File: config.mk
export PLATFORM = sky130hd
export DESIGN_NAME = nfps_dist
export DESIGN_NICKNAME = d
export VERILOG_FILES = /design/src/nfps_pkg.sv /design/src/nfps_dist.sv
export SDC_FILE = /design/constraint.sdc
export NUM_CORES = 2
export LEC_CHECK = 0
export ABC_AREA = 1
export BUFFER_PORTS_ARGS = -buffer_cell sky130_fd_sc_hd__buf_4
export CORE_ASPECT_RATIO = 0.9
export CORE_UTILIZATION = 35
export DETAILED_ROUTE_END_ITERATION = 8
export HOLD_SLACK_MARGIN = 0.03
export MAX_ROUTING_LAYER = met4
export SYNTH_ARGS = -nofsm -noshare
export SYNTH_HDL_FRONTEND = slang
export SYNTH_SLANG_ARGS = --single-unit
File: constraint.sdc
create_clock -name clk -period 12.6 [get_ports clk]
set_clock_uncertainty 0.1 [all_clocks]
set_input_delay 0.63 -clock clk [delete_from_list [all_inputs] [get_ports clk]]
set_output_delay 0.63 -clock clk [all_outputs]
set_load 0.02 [all_outputs]
File: src/nfps_pkg.sv
// Shared widths, register index codes and the cell control bundle for the
// nearest four point selector. No dependencies.
`default_nettype none

package nfps_pkg;

    localparam int COORD_W     = 24;
    localparam int DIFF_W      = 25;
    localparam int SQ_W        = 48;
    localparam int DIST_W      = 50;
    localparam int PIDX_W      = 16;
    localparam int RANK_W      = 2;
    localparam int AXES        = 3;
    localparam int IN_TDATA_W  = 88;
    localparam int OUT_TDATA_W = 72;
    localparam int CFG_IDX_W   = 2;

    localparam logic [CFG_IDX_W-1:0] CFG_QUERY_X = 2'd0;
    localparam logic [CFG_IDX_W-1:0] CFG_QUERY_Y = 2'd1;
    localparam logic [CFG_IDX_W-1:0] CFG_QUERY_Z = 2'd2;

    typedef struct packed {
        logic ins;      // insert the distance into the sorted store
        logic load;     // copy the updated store into the output row, clear store
        logic shift;    // output row head taken, advance the row
    } cell_ctrl_t;

endpackage

`default_nettype wire

File: src/nfps_dist.sv
// Three-stage squared distance pipeline: coordinate differences, squares, sum.
// Depends on nfps_pkg.
`default_nettype none

module nfps_dist #(
    parameter int IDX_W = 16
) (
    input  logic                                     clk,
    input  logic                                     rst_n,
    input  logic                                     enable,
    input  logic                                     in_valid,
    input  logic signed [nfps_pkg::COORD_W-1:0]      point [nfps_pkg::AXES],
    input  logic signed [nfps_pkg::COORD_W-1:0]      query [nfps_pkg::AXES],
    input  logic        [IDX_W-1:0]                  in_idx,
    input  logic                                     in_end,
    output logic                                     out_valid,
    output logic        [nfps_pkg::DIST_W-1:0]       out_dist,
    output logic        [IDX_W-1:0]                  out_idx,
    output logic                                     out_end
);

    logic                                 s1_valid_reg;
    logic                                 s2_valid_reg;
    logic                                 s3_valid_reg;
    logic signed [nfps_pkg::DIFF_W-1:0]   diff_reg [nfps_pkg::AXES];
    logic signed [nfps_pkg::DIFF_W-1:0]   diff_next [nfps_pkg::AXES];
    logic signed [2*nfps_pkg::DIFF_W-1:0] prod [nfps_pkg::AXES];
    logic        [nfps_pkg::SQ_W-1:0]     sq_reg [nfps_pkg::AXES];
    logic        [nfps_pkg::SQ_W-1:0]     sq_next [nfps_pkg::AXES];
    logic        [nfps_pkg::DIST_W-1:0]   dist_reg;
    logic        [nfps_pkg::DIST_W-1:0]   dist_next;
    logic        [IDX_W-1:0]              s1_idx_reg;
    logic        [IDX_W-1:0]              s2_idx_reg;
    logic        [IDX_W-1:0]              s3_idx_reg;
    logic                                 s1_end_reg;
    logic                                 s2_end_reg;
    logic                                 s3_end_reg;

    always_comb
    begin
        for (int k = 0; k < nfps_pkg::AXES; k++)
        begin
            diff_next[k] = nfps_pkg::DIFF_W'(point[k]) - nfps_pkg::DIFF_W'(query[k]);
            prod[k]      = diff_reg[k] * diff_reg[k];
            // square never exceeds (2^24-1)^2, so the low bits hold it
            sq_next[k]   = prod[k][nfps_pkg::SQ_W-1:0];
        end
        dist_next = nfps_pkg::DIST_W'(sq_reg[0]) + nfps_pkg::DIST_W'(sq_reg[1])
                  + nfps_pkg::DIST_W'(sq_reg[2]);
    end

    always_ff @(posedge clk or negedge rst_n)
    begin
        if (!rst_n)
        begin
            s1_valid_reg <= 1'b0;
            s2_valid_reg <= 1'b0;
            s3_valid_reg <= 1'b0;
        end
        else if (enable)
        begin
            s1_valid_reg <= in_valid;
            s2_valid_reg <= s1_valid_reg;
            s3_valid_reg <= s2_valid_reg;
        end
    end

    always_ff @(posedge clk)
    begin
        if (enable)
        begin
            diff_reg   <= diff_next;
            sq_reg     <= sq_next;
            dist_reg   <= dist_next;
            s1_idx_reg <= in_idx;
            s2_idx_reg <= s1_idx_reg;
            s3_idx_reg <= s2_idx_reg;
            s1_end_reg <= in_end;
            s2_end_reg <= s1_end_reg;
            s3_end_reg <= s2_end_reg;
        end
    end

    assign out_valid = s3_valid_reg;
    assign out_dist  = dist_reg;
    assign out_idx   = s3_idx_reg;
    assign out_end   = s3_end_reg;

endmodule

`default_nettype wire

Yosys cells after proc, flatten, opt, wreduce, memory -nomap -nowiden
Index checks and enable logic that the tools add are counted.
{"block": "word_totals", "ff_bits": 323, "latch_bits": 0, "wordCells": 24, "romBits": 0, "n_memories": 0, "in_bits": 165, "ram_bits": 0}
{"block": "classes", "eq_ne": 0, "magnitude_cmp": 0, "add_sub_neg": 5, "n_mux": 0, "shifts": 0, "bitwise_logic": 0, "n_mul": 3, "n_div": 0, "n_reduce_logical": 0}
{"op": "$mul A25 B25 Y48", "n": 3}
{"op": "$sub A24 B24 Y25", "n": 3}
{"op": "$add A49 B48 Y50", "n": 1}
{"op": "$add A48 B48 Y49", "n": 1}

Depth between registers and ports, before layout
{"block": "logic_depth", "word_depth": 2, "mapped_depth": 31, "ltp_nobuf": 29}

Worst setup path after synthesis
No wires, ideal clock.
{"block": "synth_timing", "kind": "register -> register", "start": "register diff_reg[74] (netlist bit)", "end": "register sq_reg[142] (netlist bit) (data pin)", "n_path_buf": 2, "setup_time_ns": 0.253, "t_required_ns": 12.247, "setup_slack_ns": 5.854, "t_arrival_ns": 6.393, "period_less_slack_ns": 6.746, "path_stages_with_launch": 26, "cell_sequence": "edfxtp_1 -> clkbuf_1 -> buf_1 -> nand2_1 -> inv_1 -> fa_1 -> fa_1 -> fa_1 -> inv_1 -> fa_1 -> inv_1 -> fa_1 -> inv_1 -> fa_1 -> inv_1 -> fa_1 -> ha_1 -> nand2_1 -> inv_1 -> nand3_1 -> nor2_1 -> nand2_1 -> nor3_1 -> nand2_1 -> nand4_1 -> nand2_1"}
{"item": "start: declaration", "line": "nfps_dist.sv:25", "source": "logic signed [nfps_pkg::DIFF_W-1:0] diff_reg [nfps_pkg::AXES];"}
{"item": "start signal: assignment", "line": "nfps_dist.sv:72", "source": "diff_reg <= diff_next;"}
{"item": "end signal: assignment", "line": "nfps_dist.sv:73", "source": "sq_reg <= sq_next;"}
{"item": "end: declaration", "line": "nfps_dist.sv:28", "source": "logic [nfps_pkg::SQ_W-1:0] sq_reg [nfps_pkg::AXES];"}

==> impl_metrics.csv <==
group,metric,value,unit
die,start_util,35.3,%
routing,avgViaCountPerCell,4.71,
hold_path,min_path_type,"input pin to async pin",
clocking,cts_num_sinks,320,
yosys,async_flop_share,0.938,%
sta,finalSetupViolCount,0,
die,core,0.234,sq mm
clocking,h-tree-depth,2,
routing,detail-route-antenna-nets,0,
grt,grt_pass1_wl,368000,um
critical_path,required,12.92,ns
die,die-area,0.238,sq mm
sta,period_needed,7.34,ns
yosys,synth-xor-area-share,2.41,%
die,row_count,168,
yosys,synth_edf_count,317,
routing,via_count,61400,
sta,max_freq,0.136,GHz
routing,dr.pass1.iters,9,
grt,gr-usage-all-layers,20.2,%
yosys,yosysWarnings,0,
yosys,synth_area_per_cell,8.52,sq um
yosys,synth_compound_area_share,4.23,%
critical_path,slowest_delay,0.78,ns
yosys,ys.flop_type,"edfxtp_1",
outcome,violations,"DRC",
routing,wire_per_inst,17.5,um
place,gp_congestion,0.980,
yosys,synth.area.mux_share,0.0136,%
critical_path,worstSetupPathType,"flop to flop",
yosys,synth_top_family_by_area,"adder cells",
run,cap_violations,0,
critical_path,cp_max_fo,34,
critical_path,crit_path_start_kind,"flop",
sta,hold_violations,0,
finish,layout_commonest_cell,"inv_1",
outcome,status,"complete, but fails checks",
place,place_ws,5.35,ns
clocking,insertion_delay,0.67,ns
routing,initialDrtViolationCount,4117,
sta,rsz0062_at_grt,"false",
yosys,syn-instance-count,9689,
yosys,yosys.area_share.adder,52.8,%
finish,nets,12400,
routing,drc,2,
critical_path,crit_slowest_cell,"fa_1",
finish,instances_no_fill,13000,
critical_path,arrival,7.66,ns
die,die_y,463,um
clocking,clock_tree.root_cell,"clkbuf_16",
critical_path,cp_num_buf_inv,8,
grt,grt_overflow_total,0,
clocking,cts_inserted_buffers,43,
sta,timing.final.crit_share,58.3,%
yosys,seq_area_frac_synth,11.6,%
finish,largest_register_ffs,141,
grt,first_global_vias,66700,
die,ios,233,
sta,setup_slack,5.26,ns
clocking,cts_buffer_depth,3,
sta,drv_slew,0,
finish,area_growth,8.64,%
critical_path,crit_path_end_kind,"flop",
clocking,post_cts_resize_count,0,
clocking,cts_tree,"built",
finish,drive_above_1_share,4.90,%
place,dp_hpwl,195000,um
yosys,synth-seq-cells,320,
grt,antenna_found_initial,3,
sta,maxSlewHeadroom,38.0,%
sta,setup_tns,0,ns
place,dp_cells,12900,
routing,wirelength,228000,um
grt,grt_max_degree,95,
sta,tightest_slew,0.930,ns
clocking,clk_pin_slew,0.06,ns
clocking,cts_post_setup_buffers_inserted,0,
finish,postLayoutCoreUtil,38.4,%
critical_path,cp_top_family,"adder cells",
finish,layout_common_cells,"inv_1, nand2_1, fa_1",
place,port_buffers,232,
yosys,yosys.area_share.simple,14.6,%
die,die_w,514,um
yosys,netlist_area,0.0826,sq mm
yosys,yosys.cell_types.count,53,
## repair_timing
item                       CTS  global route
hold endpoints to repair    21             0
hold buffers                19             0
setup endpoints to repair    0             0
## logic make-up (layout without fill, tap and decap cells)
kind of cell | count (synthesis) | in the layout
compound gates | 627 | 627
xor+xnor | 227 | 227
fa+ha+maj | 2389 | 2389
buf+inv | 3165 | 3349
flops | 320 | 320
mux | 1 | 1
other cells | 1 | 5
simple gates | 2959 | 2959
## area by class of cell
class,count,area [sq um]
sequential,320,9590
clock inverter,30,405
fill,23800,144000
inverter,2939,11000
antenna,2,5.00
tap,3145,3940
clock buffer,50,1100
timing repair buffer,330,2530
multi-input combinational,6206,61100
## synthesized netlist by cell type, types with 5 or more instances
cell      count  area [sq um]
xnor2_1      76           666
fa_1       1822         36500
nor4_1        7          43.8
a21o_1       23           173
nor3_1       35           175
o21ai_0     158           791
edfxtp_1    317          9520
a21oi_2       9          78.8
a31oi_1       5          31.3
xor2_1      151          1320
o21bai_1     45           338
nand2_2      24           150
a21boi_0      7          52.6
buf_1         7          26.3
nor2_1      477          1790
inv_1      2935         11000
clkbuf_1    215           807
ha_1        567          7090
a21oi_1     330          1650
nand3_1     227          1140
o21ai_2       9          78.8
o21ai_1      15          75.1
and2_1        9          56.3
nand2_1    2041          7660
nor4_2        5          62.6
nand4_1      81           507
or2_2        16           100
o21a_1       11          82.6
nand3_2       9          90.1
nor2_2       10          62.6
## final timing paths
check / startpoint / end / slack (ns) / cells past startpoint
max in group asynchronous: rst_n / s2_valid_reg / 12.12 / 2
min reg2reg: s2_idx_reg[10] / out_idx[10] / 0.32 / 0
max: diff_reg[24] / sq_reg[47] / 5.26 / 26
min in group clk: query[0] / diff_reg[0] / 0.25 / 3
max reg2reg: diff_reg[24] / sq_reg[47] / 5.26 / 26
min: rst_n / out_valid / 0.19 / 2
## worst reg2reg max path: cells and delay by family, from the launching register on
| kind | cells | cell delay, ns |
|---|---|---|
| fa+ha+maj | 8 | 4.51 |
| simple gates | 10 | 1.21 |
| buf+inv | 8 | 0.90 |
| flops | 1 | 0.37 |
## stage by stage
stage	hold WS, ns	instance area, sq um
final	0.185	89700
after global routing	0.146	89700
after CTS	0.120	89700
after detailed placement	0.305	88000
after global placement	0.301	88000
after floorplan	0.234	82600
## routing by layer
layer / GRT usage (%) / up-vias / share of wire (%)
met3: 1.90 / 238 / 5.6
met2: 31.2 / 1787 / 45
met5: - / - / 0
met4: 3.79 / 0 / 2.0
li1: - / 28400 / -
met1: 29.1 / 30900 / 47
Power is not shown: default switching activity piles up to over one toggle a cycle in this logic, so the estimate is an artifact.
