===== config.mk =====
export PLATFORM = sky130hd
export DESIGN_NAME = nfps_cell
export DESIGN_NICKNAME = d
export VERILOG_FILES = /design/src/nfps_pkg.sv /design/src/nfps_cell.sv
export SDC_FILE = /design/constraint.sdc
export NUM_CORES = 1
export LEC_CHECK = 0
export CAP_MARGIN = 20
export CELL_PAD_IN_SITES_DETAIL_PLACEMENT = 1
export CELL_PAD_IN_SITES_GLOBAL_PLACEMENT = 2
export CORE_MARGIN = 2
export CORE_UTILIZATION = 34
export CTS_BUF_LIST = sky130_fd_sc_hd__clkbuf_2 sky130_fd_sc_hd__clkbuf_4 sky130_fd_sc_hd__clkbuf_8
export DETAILED_ROUTE_END_ITERATION = 10
export DONT_BUFFER_PORTS = 1
export PLACE_DENSITY_LB_ADDON = 0.1
export RECOVER_POWER = 50
export SETUP_SLACK_MARGIN = 0.02
export SLEW_MARGIN = 30
export SYNTH_ARGS = -nofsm -noshare
export SYNTH_HDL_FRONTEND = slang
export SYNTH_SLANG_ARGS = --single-unit

===== constraint.sdc =====
create_clock -name clk -period 3.09 [get_ports clk]
set_clock_uncertainty 0.15 [all_clocks]
set_input_delay 0.309 -clock clk [delete_from_list [all_inputs] [get_ports clk]]
set_output_delay 0.309 -clock clk [all_outputs]
set_load 0.05 [all_outputs]

===== src/nfps_pkg.sv =====
// Shared widths, register index codes and the cell control bundle for the
// nearest four point selector. No dependencies.
`default_nettype none

package nfps_pkg;

    localparam int COORD_W     = 24;
    localparam int DIFF_W      = 25;
    localparam int SQ_W        = 48;
    localparam int DIST_W      = 50;
    localparam int PIDX_W      = 16;
    localparam int RANK_W      = 2;
    localparam int AXES        = 3;
    localparam int IN_TDATA_W  = 88;
    localparam int OUT_TDATA_W = 72;
    localparam int CFG_IDX_W   = 2;

    localparam logic [CFG_IDX_W-1:0] CFG_QUERY_X = 2'd0;
    localparam logic [CFG_IDX_W-1:0] CFG_QUERY_Y = 2'd1;
    localparam logic [CFG_IDX_W-1:0] CFG_QUERY_Z = 2'd2;

    typedef struct packed {
        logic ins;      // insert the distance into the sorted store
        logic load;     // copy the updated store into the output row, clear store
        logic shift;    // output row head taken, advance the row
    } cell_ctrl_t;

endpackage

`default_nettype wire


===== src/nfps_cell.sv =====
// One slot of the sorted store plus one slot of the output unload row.
// Depends on nfps_pkg.
`default_nettype none

module nfps_cell #(
    parameter int IDX_W = 16,
    parameter int POS   = 0
) (
    input  logic                                clk,
    input  logic                                rst_n,
    input  nfps_pkg::cell_ctrl_t                ctrl,
    input  logic [nfps_pkg::DIST_W-1:0]         new_dist,
    input  logic [IDX_W-1:0]                    new_idx,
    input  logic                                prev_lt,
    input  logic                                prev_valid,
    input  logic [nfps_pkg::DIST_W-1:0]         prev_dist,
    input  logic [IDX_W-1:0]                    prev_idx,
    output logic                                lt,
    output logic                                kept_valid,
    output logic [nfps_pkg::DIST_W-1:0]         kept_dist,
    output logic [IDX_W-1:0]                    kept_idx,
    input  logic                                nxt_valid,
    input  logic [nfps_pkg::DIST_W-1:0]         nxt_dist,
    input  logic [IDX_W-1:0]                    nxt_idx,
    input  logic [nfps_pkg::RANK_W-1:0]         nxt_rank,
    output logic                                out_valid,
    output logic [nfps_pkg::DIST_W-1:0]         out_dist,
    output logic [IDX_W-1:0]                    out_idx,
    output logic [nfps_pkg::RANK_W-1:0]         out_rank
);

    localparam logic [nfps_pkg::RANK_W-1:0] RANK = nfps_pkg::RANK_W'(POS);

    logic                          valid_reg;
    logic                          valid_next;
    logic [nfps_pkg::DIST_W-1:0]   dist_reg;
    logic [nfps_pkg::DIST_W-1:0]   dist_next;
    logic [IDX_W-1:0]              idx_reg;
    logic [IDX_W-1:0]              idx_next;
    logic                          out_valid_reg;
    logic [nfps_pkg::DIST_W-1:0]   out_dist_reg;
    logic [IDX_W-1:0]              out_idx_reg;
    logic [nfps_pkg::RANK_W-1:0]   out_rank_reg;

    always_comb
    begin
        // a tie puts the new point ahead of the kept one
        lt         = !valid_reg || (new_dist <= dist_reg);
        valid_next = valid_reg;
        dist_next  = dist_reg;
        idx_next   = idx_reg;
        if (prev_lt)
        begin
            valid_next = prev_valid;
            dist_next  = prev_dist;
            idx_next   = prev_idx;
        end
        else if (lt)
        begin
            valid_next = 1'b1;
            dist_next  = new_dist;
            idx_next   = new_idx;
        end
    end

    always_ff @(posedge clk or negedge rst_n)
    begin
        if (!rst_n)
        begin
            valid_reg     <= 1'b0;
            out_valid_reg <= 1'b0;
        end
        else
        begin
            if (ctrl.ins)
            begin
                valid_reg <= ctrl.load ? 1'b0 : valid_next;
            end
            if (ctrl.load)
            begin
                out_valid_reg <= valid_next;
            end
            else if (ctrl.shift)
            begin
                out_valid_reg <= nxt_valid;
            end
        end
    end

    always_ff @(posedge clk)
    begin
        if (ctrl.ins)
        begin
            dist_reg <= dist_next;
            idx_reg  <= idx_next;
        end
        if (ctrl.load)
        begin
            out_dist_reg <= dist_next;
            out_idx_reg  <= idx_next;
            out_rank_reg <= RANK;
        end
        else if (ctrl.shift)
        begin
            out_dist_reg <= nxt_dist;
            out_idx_reg  <= nxt_idx;
            out_rank_reg <= nxt_rank;
        end
    end

    assign kept_valid = valid_reg;
    assign kept_dist  = dist_reg;
    assign kept_idx   = idx_reg;
    assign out_valid  = out_valid_reg;
    assign out_dist   = out_dist_reg;
    assign out_idx    = out_idx_reg;
    assign out_rank   = out_rank_reg;

endmodule

`default_nettype wire


* Yosys cells after proc, flatten, opt, wreduce, memory -nomap -nowiden
Index checks and enable logic that the tools add are counted.
** Operators by class
- $add $sub $neg :: 0
- Eq/ne operators :: 0
- Shifts and indexed selects :: 0
- Mux-type cells :: 13
- Reductions and logical operators :: 3
- Div/mod/pow operators :: 0
- Multipliers :: 0
- Bitwise operators :: 0
- Order comparisons :: 1
** Operators with widths (number)
- $mux 50 :: 4
- $mux 16 :: 4
- $le 50x50->1 :: 1
- $mux 1 :: 5
- $reduce_bool 2->1 :: 1
- $logic_not 1->1 :: 1
- $logic_or 1x1->1 :: 1
** Storage, ports and cells
- Memories kept :: 0
- Bits in writable memories :: 0
- Input bits :: 208
- Latch bits :: 0
- Output and inout port bits :: 137
- ROM bits :: 0
- Logic and storage cells :: 24
- Bits in registers :: 136

* Logic depth before layout (Yosys ltp)
- Word-level depth :: 5
- Gate-level depth with buffers :: 11
- Gate-level depth less buffers :: 9

* Worst setup path before layout
Ideal clock, no wire load.
- Path type :: register to output
- Start :: register dist_reg, in the netlist kept_dist[37]
- End :: output port lt
- Cell stages (with the launch flop) :: 10
- Arrival :: 2.719 ns
- Required time :: 2.631 ns
- Setup slack :: -0.088 ns
- Path buffers :: 2
- Cell sequence :: edfxtp_1 > inv_1 > ha_1 > nand4_1 > nor4_4 > nand3_1 > o21ai_2 > buf_4 > clkbuf_1 > a21o_1
** On the way
- Longest elaborated chain between the ends :: 2
** Ends and longest elaborated chain
- from (decl) :: line nfps_cell.sv:36 : logic [nfps_pkg::DIST_W-1:0] dist_reg;
- from (signal assigned) :: line nfps_cell.sv:94 : dist_reg <= dist_next;
- $le 50x50->1 :: line nfps_cell.sv:48 : lt = !valid_reg || (new_dist <= dist_reg);
- $logic_or 1x1->1 :: line nfps_cell.sv:48
- to (decl) :: line nfps_cell.sv:18 : output logic lt,
Every way passes these cells.

* Final worst setup path
- Start :: register dist_reg, in the netlist kept_dist[41]
- End :: output port lt
The elaborated chain is that of the path after synthesis.

==> impl_metrics.csv <==
group,metric,value,unit
status,outcome,"complete, but fails checks",
status,violations,"hold timing, capacitance limit, slew limit, setup timing",
timing,setup_slack,-0.157,ns
worst_setup_path,cp-end-kind,"output port",
die,core,27100,um2
worst_setup_path,critPathRequiredTime,2.63,ns
route,drtAntennaViolNets,0,
route,drc,0,
timing,rsz0062_at_grt,"yes",
clock_network,cts_buffers,17,
timing,worstMarginPinSlew,2.12,ns
yosys,seq_area_frac_synth,43.0,%
yosys,yosysWarningCount,0,
final_layout,area_delta_synth_final,57.1,%
final_layout,fin_cells,1651,
timing,fin_crit_sh,105,%
timing,maxSlewHeadroom,-41.1,%
yosys,postSynthCellCount,1076,
yosys,syn-num-nets,1334,
run,cap_viol_max_count,2,
pwr,p_total,6.79,mW
die,die-width,171,um
global_routing,antenna_found_initial,1,
timing,hold_viol,70,
yosys,synth_edf_count,132,
route,drt-pass1-iter-count,4,
final_layout,multi_input_area,6550,um2
clock_network,clk-insertion-delay-late,0.47,ns
global_routing,grt_pass1_vias,9699,
yosys,synth_area,9430,um2
place,place_inst,1492,
place,pre_cts_ws,-0.177,ns
global_routing,grt_overflow,0,
timing,timing.fmax,308,MHz
hold_path,hp-class,"in -> reg",
timing,setup_tns,-6.24,ns
route,wl,40600,um
worst_setup_path,cp_max_fo,4,
global_routing,grt_pass1_wl,57600,um
die,dieArea,29100,um2
clock_network,clock_path_buffers,2,
global_routing,track_usage,26.0,%
clock_network,clk_pin_slew,0.10,ns
route,wl_per_cell,24.6,um
timing,drv_slew,103,
final_layout,regArea,4050,um2
yosys,avgSynthCellArea,8.76,um2
final_layout,finalNetCount,1523,
clock_network,clock_sinks,136,
place,gp_congestion,0.766,
route,viasPerCell,5.65,
die,io_pins,345,
yosys,yosys_most_used_dff,"edfxtp_1",
pwr,power.static_leakage,5.61,nW
route,route.vias.total,9335,
final_layout,layout-drive-gt1-share,34.7,%
worst_setup_path,worstSetupPathType,"reg -> out",
yosys,synth.distinct_cells,46,
worst_setup_path,arrival,2.79,ns
final_layout,fillerInstances,2878,
die,initial_utilization,34.8,%
clock_network,cts_tree,"built",
worst_setup_path,start_kind,"register",
yosys,synthArstFlopShare,1.47,%
pwr,vdd_ir_drop_max,0.212,mV
global_routing,grt_max_degree,139,
die,rows,60,
timing,setup_viol,110,
timing,min_period,3.25,ns
route,drt_iter0_markers,445,
timing,whs,-0.107,ns
clock_network,cts-root-buf,"clkbuf_8",
pwr,power_density,458,nW/um2
clock_network,htreeDepth,4,
yosys,ys_ff_latch,136,
place,io_buffers,0,
die,die_y,171,um
place,hpwlAfterDp,23800,um
## metrics by stage
step / instance area [um2] / util (%)
floorplan: 9430 / -
global placement: 10800 / 39.7
detailed placement: 10800 / 39.7
CTS: 13600 / 50.3
global route: 14800 / 54.7
finish: 14800 / 54.7
## path summary, 6_finish.rpt
path,from,endpoint,slack (ns),cells after the start
max,kept_dist[41],lt,-0.16,11
min,ctrl[1],out_idx[11],-0.11,1
max reg2reg,kept_dist[41],out_dist[6],-0.15,13
min reg2reg,kept_dist[36],kept_dist[36],0.74,3
max in group asynchronous,rst_n,out_valid,2.15,2
min in group asynchronous,rst_n,kept_valid,0.47,2
## per-layer routing
metal	vias up	GRT usage (%)	part of all wire, %
met4	2	7.17	2.1
met1	4651	31.0	41
li1	4342	-	-
met3	48	8.51	7.2
met2	292	44.6	50
met5	-	0	0.039
## what timing repair did
| action | in CTS | in global routing |
|---|---|---|
| gates resized for setup | 277 | 161 |
| cloned | 10 | 9 |
| hold buffers | 71 | 1 |
| hold endpoints to repair | 202 | 69 |
| buffers inserted | 23 | 14 |
| pin swaps | 67 | 58 |
| endpoints found under the setup margin | 124 | 133 |
## critical path, stage by stage (launching register included)
cell and delay (ns):
edfxtp_1 0.39, inv_2 0.06, ha_4 0.26, nand4_1 0.17
buf_4 0.21, nor4_4 0.31, buf_4 0.19, buf_4 0.12
a2bb2oi_4 0.07, buf_12 0.14, buf_4 0.14, a21o_4 0.26
## cells by family (layout without fill, tap and decap cells)
logic type / count (synthesis) / count (layout) / share of synthesized area [%]
fa+ha+maj: 50 / 50 / 6.63
other cells: 0 / 1 / 0
buf+inv: 206 / 408 / 8.97
mux: 4 / 4 / 0.438
simple gates: 373 / 373 / 16.4
flops: 136 / 136 / 43.0
compound gates: 307 / 307 / 24.5
## area by class of cell
type	count	share of cell area, %
Multi-Input combinational cell	734	44.2
Sequential cell	136	27.4
Timing Repair Buffer	256	19.6
Tap cell	372	3.14
Inverter	120	3.06
Clock buffer	17	1.58
Clock inverter	15	1.06
Antenna cell	1	0.0169
## layout by cell type, fill, tap and decap left out, drive strengths merged, types with 2 or more instances in the layout
master,instances
a2111oi,67
a211o,2
a211oi,3
a21o,4
a21oi,16
a2bb2oi,2
buf,175
clkbuf,27
clkinv,2
clkinvlp,3
dfrtp,2
dfxtp,2
dlygate4sd3,70
edfxtp,132
ha,50
inv,129
mux2i,3
nand2,144
nand3,6
nand4,8
nor2,140
nor3,67
nor4,3
o21a,2
o21ai,140
o32ai,66
## power by group
| part | total (mW) | switching, mW | internal [mW] |
|---|---|---|---|
| Sequential | 2.83 | 0.547 | 2.28 |
| Clock | 1.59 | 0.921 | 0.670 |
| Combinational | 2.37 | 1.37 | 1.01 |
| Total | 6.79 | 2.83 | 3.96 |
## Yosys cell counts (all sizes together) (3+ instances only)
master   instances  share of area, %
a2111oi         67               8.3
buf             21               1.5
edfxtp         132                42
o32ai           66               6.1
mux2i            3              0.32
nor3            67               3.6
a21o             4              0.32
a211oi           3              0.34
nor2           140               5.6
nand4            8              0.53
o21ai          140               7.5
ha              50               6.6
nand2          144               5.7
nor4             3              0.36
clkbuf          65               2.7
a21oi           16              0.85
nand3            6              0.32
inv            120               4.8
No activity file was read; power rests on OpenSTA's default activity.
